==> src/rtl/blsp_pkg.sv <==
// Package for the Bresenham line stepper: widths, word layouts and the
// line setup record shared by the setup logic, the stepper core and the top.
// No dependencies.
package blsp_pkg;

    localparam int COORD_BITS = 12;
    localparam int DIFF_BITS  = COORD_BITS + 1;
    localparam int ERR_BITS   = COORD_BITS + 3;

    localparam int IN_DATA_BITS  = ((4 * COORD_BITS + 7) / 8) * 8;
    localparam int OUT_DATA_BITS = ((2 * COORD_BITS + 7) / 8) * 8;

    typedef logic [COORD_BITS-1:0]      coord_t;
    typedef logic signed [ERR_BITS-1:0] err_t;

    // tuser codes on the input side
    typedef enum logic
    {
        ACT_LOAD = 1'b0,
        ACT_STEP = 1'b1
    } action_t;

    // Normalized line, ready to load into the stepper state
    typedef struct packed
    {
        logic   steep;
        coord_t major_start;
        coord_t major_end;
        coord_t minor_start;
        logic   minor_down;
        err_t   err_init;
        err_t   inc_straight;
        err_t   inc_diagonal;
    } blsp_line_t;

endpackage

==> src/rtl/bresenham_line_stepper_top.sv <==
// Top level of the Bresenham line stepper: stream ports, input word register,
// setup logic and stepper core. Depends on blsp_pkg, blsp_setup, blsp_core.
//
//  channel | dir | handshake          | payload
//  --------+-----+--------------------+---------------------------------------------
//  s_*     | in  | s_tvalid/s_tready  | s_tuser = action, s_tdata = endpoints
//  m_*     | out | m_tvalid/m_tready  | m_tdata = pixel x,y, m_tlast = last_pixel
//
// One word per cycle sustained on the input while results are taken; only a step
// word on an active line yields a pixel. In the input register, load setup (span,
// octant swap, error terms) is done combinationally into the line state; a step
// word that advances writes its pixel into the result register, driving m_tvalid.
// Reset (rst_n low) drops any line in progress and empties both registers.
// A stall on m_tready holds the result; the input register then fills and
// s_tready falls until the result is taken.
module bresenham_line_stepper_top
(
    input  logic                                 clk,
    input  logic                                 rst_n,
    input  logic                                 s_tvalid,
    output logic                                 s_tready,
    // start_x, start_y, end_x, end_y (lowest bits first), zero padded
    input  logic [blsp_pkg::IN_DATA_BITS-1:0]    s_tdata,
    // action: 0 load endpoints, 1 next pixel
    input  logic                                 s_tuser,
    output logic                                 m_tvalid,
    input  logic                                 m_tready,
    // pixel_x, pixel_y (lowest bits first), zero padded
    output logic [blsp_pkg::OUT_DATA_BITS-1:0]   m_tdata,
    // last_pixel
    output logic                                 m_tlast
);
    import blsp_pkg::*;

    logic       in_vld_reg, in_vld_next;
    action_t    in_act_reg;
    coord_t     in_sx_reg;
    coord_t     in_sy_reg;
    coord_t     in_ex_reg;
    coord_t     in_ey_reg;
    logic       s_fire;
    logic       advance;
    blsp_line_t line;
    coord_t     res_x;
    coord_t     res_y;

    // input register frees up whenever its word moves on
    assign s_tready    = !in_vld_reg || advance;
    assign s_fire      = s_tvalid && s_tready;
    assign in_vld_next = s_fire || (in_vld_reg && !advance);

    always_ff @(posedge clk or negedge rst_n)
    begin
        if (!rst_n)
        begin
            in_vld_reg <= 1'b0;
        end
        else
        begin
            in_vld_reg <= in_vld_next;
        end
    end

    always_ff @(posedge clk)
    begin
        if (s_fire)
        begin
            in_act_reg <= action_t'(s_tuser);
            in_sx_reg  <= s_tdata[COORD_BITS-1:0];
            in_sy_reg  <= s_tdata[2*COORD_BITS-1:COORD_BITS];
            in_ex_reg  <= s_tdata[3*COORD_BITS-1:2*COORD_BITS];
            in_ey_reg  <= s_tdata[4*COORD_BITS-1:3*COORD_BITS];
        end
    end

    blsp_setup u_setup
    (
        .start_x (in_sx_reg),
        .start_y (in_sy_reg),
        .end_x   (in_ex_reg),
        .end_y   (in_ey_reg),
        .line    (line)
    );

    blsp_core u_core
    (
        .clk         (clk),
        .rst_n       (rst_n),
        .item_vld    (in_vld_reg),
        .item_action (in_act_reg),
        .item_line   (line),
        .advance     (advance),
        .res_vld     (m_tvalid),
        .res_rdy     (m_tready),
        .res_x       (res_x),
        .res_y       (res_y),
        .res_last    (m_tlast)
    );

    assign m_tdata = OUT_DATA_BITS'({res_y, res_x});

endmodule

==> src/rtl/blsp_setup.sv <==
// Line setup: octant normalization and midpoint error terms for one load word.
// Purely combinational; depends on blsp_pkg.
module blsp_setup
(
    input  blsp_pkg::coord_t     start_x,
    input  blsp_pkg::coord_t     start_y,
    input  blsp_pkg::coord_t     end_x,
    input  blsp_pkg::coord_t     end_y,
    output blsp_pkg::blsp_line_t line
);
    import blsp_pkg::*;

    logic signed [DIFF_BITS-1:0] dx;
    logic signed [DIFF_BITS-1:0] dy;
    coord_t                      adx;
    coord_t                      ady;
    logic                        steep;
    logic signed [DIFF_BITS-1:0] dmaj_s;
    logic signed [DIFF_BITS-1:0] dmin_s;
    logic                        swap_ends;
    coord_t                      dmaj;
    coord_t                      dmin;
    err_t                        dmaj_e;
    err_t                        dmin2_e;

    always_comb
    begin
        dx  = $signed({1'b0, end_x}) - $signed({1'b0, start_x});
        dy  = $signed({1'b0, end_y}) - $signed({1'b0, start_y});
        adx = dx[DIFF_BITS-1] ? COORD_BITS'(-dx) : dx[COORD_BITS-1:0];
        ady = dy[DIFF_BITS-1] ? COORD_BITS'(-dy) : dy[COORD_BITS-1:0];

        // equal spans stay x-major
        steep  = ady > adx;
        dmaj_s = steep ? dy : dx;
        dmin_s = steep ? dx : dy;

        // run the major axis upward; minor direction flips with the swap
        swap_ends = dmaj_s[DIFF_BITS-1];
        dmaj      = steep ? ady : adx;
        dmin      = steep ? adx : ady;

        line.steep = steep;
        if (swap_ends)
        begin
            line.major_start = steep ? end_y : end_x;
            line.major_end   = steep ? start_y : start_x;
            line.minor_start = steep ? end_x : end_y;
            line.minor_down  = (dmin_s != '0) && !dmin_s[DIFF_BITS-1];
        end
        else
        begin
            line.major_start = steep ? start_y : start_x;
            line.major_end   = steep ? end_y : end_x;
            line.minor_start = steep ? start_x : start_y;
            line.minor_down  = dmin_s[DIFF_BITS-1];
        end

        dmaj_e            = ERR_BITS'(dmaj);
        dmin2_e           = ERR_BITS'({dmin, 1'b0});
        line.err_init     = dmin2_e - dmaj_e;
        line.inc_straight = dmin2_e;
        line.inc_diagonal = dmin2_e - (dmaj_e <<< 1);
    end

endmodule

==> src/rtl/blsp_core.sv <==
// Stepper core: line state registers, per-pixel update and the result register.
// Depends on blsp_pkg; fed by blsp_setup through the top level.
module blsp_core
(
    input  logic                 clk,
    input  logic                 rst_n,
    input  logic                 item_vld,
    input  blsp_pkg::action_t    item_action,
    input  blsp_pkg::blsp_line_t item_line,
    output logic                 advance,
    output logic                 res_vld,
    input  logic                 res_rdy,
    output blsp_pkg::coord_t     res_x,
    output blsp_pkg::coord_t     res_y,
    output logic                 res_last
);
    import blsp_pkg::*;

    logic   active_reg,     active_next;
    logic   steep_reg,      steep_next;
    coord_t major_pos_reg,  major_pos_next;
    coord_t major_end_reg,  major_end_next;
    coord_t minor_pos_reg,  minor_pos_next;
    logic   minor_down_reg, minor_down_next;
    err_t   err_reg,        err_next;
    err_t   inc_s_reg,      inc_s_next;
    err_t   inc_d_reg,      inc_d_next;

    logic   out_vld_reg,    out_vld_next;
    coord_t out_x_reg,      out_x_next;
    coord_t out_y_reg,      out_y_next;
    logic   out_last_reg,   out_last_next;

    logic   do_load;
    logic   do_pixel;
    logic   at_end;
    logic   go_straight;

    assign advance  = item_vld && (!out_vld_reg || res_rdy);
    assign do_load  = advance && (item_action == ACT_LOAD);
    assign do_pixel = advance && (item_action == ACT_STEP) && active_reg;
    assign at_end   = major_pos_reg == major_end_reg;
    assign go_straight = err_reg[ERR_BITS-1] || (err_reg == '0);

    always_comb
    begin
        active_next     = active_reg;
        steep_next      = steep_reg;
        major_pos_next  = major_pos_reg;
        major_end_next  = major_end_reg;
        minor_pos_next  = minor_pos_reg;
        minor_down_next = minor_down_reg;
        err_next        = err_reg;
        inc_s_next      = inc_s_reg;
        inc_d_next      = inc_d_reg;
        out_x_next      = out_x_reg;
        out_y_next      = out_y_reg;
        out_last_next   = out_last_reg;
        out_vld_next    = out_vld_reg && !res_rdy;

        if (do_load)
        begin
            active_next     = 1'b1;
            steep_next      = item_line.steep;
            major_pos_next  = item_line.major_start;
            major_end_next  = item_line.major_end;
            minor_pos_next  = item_line.minor_start;
            minor_down_next = item_line.minor_down;
            err_next        = item_line.err_init;
            inc_s_next      = item_line.inc_straight;
            inc_d_next      = item_line.inc_diagonal;
        end
        else if (do_pixel)
        begin
            out_vld_next  = 1'b1;
            out_x_next    = steep_reg ? minor_pos_reg : major_pos_reg;
            out_y_next    = steep_reg ? major_pos_reg : minor_pos_reg;
            out_last_next = at_end;
            if (at_end)
            begin
                active_next = 1'b0;
            end
            else
            begin
                major_pos_next = major_pos_reg + 1'b1;
                if (go_straight)
                begin
                    err_next = err_reg + inc_s_reg;
                end
                else
                begin
                    err_next       = err_reg + inc_d_reg;
                    minor_pos_next = minor_down_reg ? minor_pos_reg - 1'b1
                                                    : minor_pos_reg + 1'b1;
                end
            end
        end
    end

    always_ff @(posedge clk or negedge rst_n)
    begin
        if (!rst_n)
        begin
            active_reg     <= 1'b0;
            steep_reg      <= 1'b0;
            major_pos_reg  <= '0;
            major_end_reg  <= '0;
            minor_pos_reg  <= '0;
            minor_down_reg <= 1'b0;
            err_reg        <= '0;
            inc_s_reg      <= '0;
            inc_d_reg      <= '0;
            out_vld_reg    <= 1'b0;
        end
        else
        begin
            active_reg     <= active_next;
            steep_reg      <= steep_next;
            major_pos_reg  <= major_pos_next;
            major_end_reg  <= major_end_next;
            minor_pos_reg  <= minor_pos_next;
            minor_down_reg <= minor_down_next;
            err_reg        <= err_next;
            inc_s_reg      <= inc_s_next;
            inc_d_reg      <= inc_d_next;
            out_vld_reg    <= out_vld_next;
        end
    end

    always_ff @(posedge clk)
    begin
        out_x_reg    <= out_x_next;
        out_y_reg    <= out_y_next;
        out_last_reg <= out_last_next;
    end

    assign res_vld  = out_vld_reg;
    assign res_x    = out_x_reg;
    assign res_y    = out_y_reg;
    assign res_last = out_last_reg;

    // a load always leaves a line in progress
    a_load_activates: assert property (@(posedge clk) disable iff (!rst_n)
        do_load |=> active_reg)
        else $error("load did not activate line");

    // the final pixel ends the line
    a_last_ends_line: assert property (@(posedge clk) disable iff (!rst_n)
        (do_pixel && at_end) |=> (!active_reg && out_last_reg))
        else $error("final pixel left line active");

    // the major coordinate never runs past its end
    a_major_bound: assert property (@(posedge clk) disable iff (!rst_n)
        active_reg |-> (major_pos_reg <= major_end_reg))
        else $error("major coordinate past end");

    // a fresh result only follows a step taken on an active line
    a_result_source: assert property (@(posedge clk) disable iff (!rst_n)
        $rose(out_vld_reg) |-> $past(do_pixel))
        else $error("result without a pixel step");

endmodule
==> config.mk <==
export PLATFORM = sky130hd
export DESIGN_NAME = bresenham_line_stepper_top
export DESIGN_NICKNAME = d
export VERILOG_FILES = /design/src/rtl/blsp_pkg.sv /design/src/rtl/bresenham_line_stepper_top.sv /design/src/rtl/blsp_setup.sv /design/src/rtl/blsp_core.sv
export SDC_FILE = /design/constraint.sdc
export NUM_CORES = 1
export LEC_CHECK = 0
export BUFFER_PORTS_ARGS = -buffer_cell sky130_fd_sc_hd__buf_2
export CAP_MARGIN = 5
export CORE_ASPECT_RATIO = 0.75
export CORE_MARGIN = 5
export CORE_UTILIZATION = 38
export DETAILED_ROUTE_END_ITERATION = 8
export PLACE_DENSITY = 0.58
export SLEW_MARGIN = 40
export SYNTH_ARGS = -nofsm -noshare
export SYNTH_HDL_FRONTEND = slang
export SYNTH_SLANG_ARGS = --single-unit
==> constraint.sdc <==
create_clock -name clk -period 17 [get_ports clk]
set_clock_uncertainty 0.05 [all_clocks]
set_input_delay 4.25 -clock clk [delete_from_list [all_inputs] [get_ports clk]]
set_output_delay 4.25 -clock clk [all_outputs]
set_load 0.01 [all_outputs]
==> results.toml <==
[synth]
synth_xor_area_share_pct = 8.15
yosys_warnings = 0
synth_adder_area_share_pct = 8.27
synth_cell_types = 79
synth-simple-area-share_pct = 16.2
synth_seq_cells = 155
synth_top_area_cell = "edfxtp_1"
synth_edf_count = 74
synth_top_family_by_area = "compound AO/OA/AOI/OAI gates"
synth.top_cell.area_share_pct = 19.3
ys_seq_area_share_pct = 37.0
muxShareOfSynthArea_pct = 4.87
synth_most_common_cell = "nand2_1"
synthArstFlopShare_pct = 52.3
syn_area_per_cell_um2 = 8.73
synth_commonest_cells = "nand2_1, a21oi_1, nor2_1"
synthCells = 1316
synth_ff_type = "dfrtp_1"
synthTopCellsByArea = "edfxtp_1, dfrtp_1, ha_1, nand2_1, a21oi_1"
syn_area_um2 = 11500
syn_nets = 1441
synth-compound-area-share_pct = 21.1

[power_and_ir_drop]
p_leak_nw = 5.45
p_clk_share_pct = 13.0
p_per_area_nw_per_um2 = 235
sw_frac_of_total_pct = 49.2
p_seq_share_pct = 20.8
p_switching_w = 0.00149
p_int_w = 0.00154
vdd_drop_max_mv = 0.0993
comb_power_share_pct = 66.2

[route]
first_pass_iters = 6
met2RoutedLength_mm = 12.5
routed.top_layer = "met4"
drt_iter0_drc = 987
drt-met1-wl_mm = 16.6
drc = 0
met3WireLength_mm = 2.11
wl_per_cell_um = 17.6
drt_wl_total_mm = 31.4
vias = 9621
viasPerCell = 5.40
drtAntennaViolNets = 0

[clock_network]
cts_sinks = 155
clk_pin_slew_ns = 0.06
clk_latency_ns = 0.44
cts-buffers-inserted = 17
max-clock-path-buffers = 2
cts_root_buf = "clkbuf_16"
hold_buffers = 0
cts_repair_resize_count = 0
cts_setup_buffers = 0
h-tree-depth = 4
cts_tree = "done"

[floorplanning]
dieWidth_um = 211
die_h_um = 161
ios = 80
dieArea_um2 = 33800
start_util_pct = 38.3
rows = 55
core_area_um2 = 30000

[run_status]
outcome = "finished clean"

[critical_path]
critPathMaxFanout = 3
start_kind = "primary input"
rrSetupSlack_ns = 8.63
crit_required_ns = 12.70
worstSetupPathType = "in -> out"
cp_data_arrival_time_ns = 4.78
cp-end-kind = "output port"

[place]
hpwl_mm = 24.1
dpl-instance-area_um2 = 12300
gp_congestion = 0.891
portBuffers = 79

[sta]
grt_setup_unrepaired = "false"
finalCritPeriodShare_pct = 53.4
worstMarginPinSlew_ns = 0.802
relSlewSlack_pct = 46.1
fin_tns_setup_ns = 0
fin_crit_ns = 9.08
setup_viol = 0
slew_violations = 0
fmax_mhz = 110
finalHoldViolCount = 0

[global_route]
grt_first_pass_wirelength_mm = 49.2
grt_max_degree = 66
antenna_found_initial = 0
grt_pass1_vias = 8825
grt.overflow.total = 0
track_usage_pct = 18.3

[finish]
drive_gt1_share_pct = 14.3
finalNetCount = 1494
diodes = 0
syn_to_final_growth_pct = 12.4
post-route-cell-area_um2 = 12900
fillCellCount = 2964
utilization_pct = 43.0
largest_register_ffs = 15

[job]
drv_cap = 0

[hold_path]
hold_class = "reg -> reg"
[cells in the final DEF (no fill, tap or decap), types with 35 or more instances in the layout]
cell type,synthesis,final
xor2_1,46,45
o211ai_1,38,38
inv_1,71,71
o21ai_0,62,62
xnor2_1,54,53
a21oi_1,152,152
dfrtp_1,81,80
buf_2,8,78
mux2_2,35,35
ha_1,67,67
nor2_1,110,108
edfxtp_1,74,74
nand2_1,210,210
[final timing paths]
kind	startpoint	endpoint	cells past startpoint
setup / recovery	m_tready	s_tready	4
hold / removal	u_core.inc_s_reg[2]	u_core.inc_s_reg[2]	2
setup reg to reg	in_ex_reg[0]	u_core.err_reg[13]	31
hold reg to reg	u_core.inc_s_reg[2]	u_core.inc_s_reg[2]	2
max in group asynchronous	rst_n	u_core.inc_s_reg[10]	2
min in group asynchronous	rst_n	u_core.minor_pos_reg[5]	1
[cell type report]
cell class                 instances  area (um^2)  area share [%]
sequential                       155         4250            32.9
tap                              399          499            3.87
clock inverter                    12          123           0.949
multi-input combinational       1032         6780            52.5
timing repair buffer              92          531            4.11
clock buffer                      20          468            3.62
inverter                          71          267            2.06
[per-stage QoR]
step	hold WS (ns)	total power [W]	setup WS, ns	std cells
global route	0.437	0.00328	7.89	1781
CTS	0.426	0.00301	7.92	1780
floorplan	0.385	0.00211	8.21	1316
global placement	0.396	0.00255	7.92	1746
detailed placement	0.410	0.00260	7.93	1748
finish	0.422	0.00303	7.92	1781
[critical path: stages]
cell and delay [ns]:
buf_2 0.10, nor2b_1 0.17, nand2_1 0.11, buf_2 0.15
[per-layer routing]
layer  GRT usage [%]  vias to the layer above
met1            30.0                     4547
met5               0                        -
li1                -                     4789
met4            3.00                        0
met3            3.69                       20
met2            24.6                      265
[cells by family after synthesis]
family | count (synthesis)
simple gates | 427
compound gates | 380
flops | 155
buf+inv | 129
xor+xnor | 103
fa+ha+maj | 73
mux | 49
[power groups by stage]
stage	Clock (W)	Sequential [W]	Combinational (W)
after CTS	0.000398	0.000630	0.00198
after floorplan	0	0.000599	0.00151
after global placement	0	0.000630	0.00192
after global routing	0.000413	0.000645	0.00222
after detailed placement	0	0.000636	0.00197
final	0.000392	0.000631	0.00201
No activity file was read; power rests on OpenSTA's default activity.
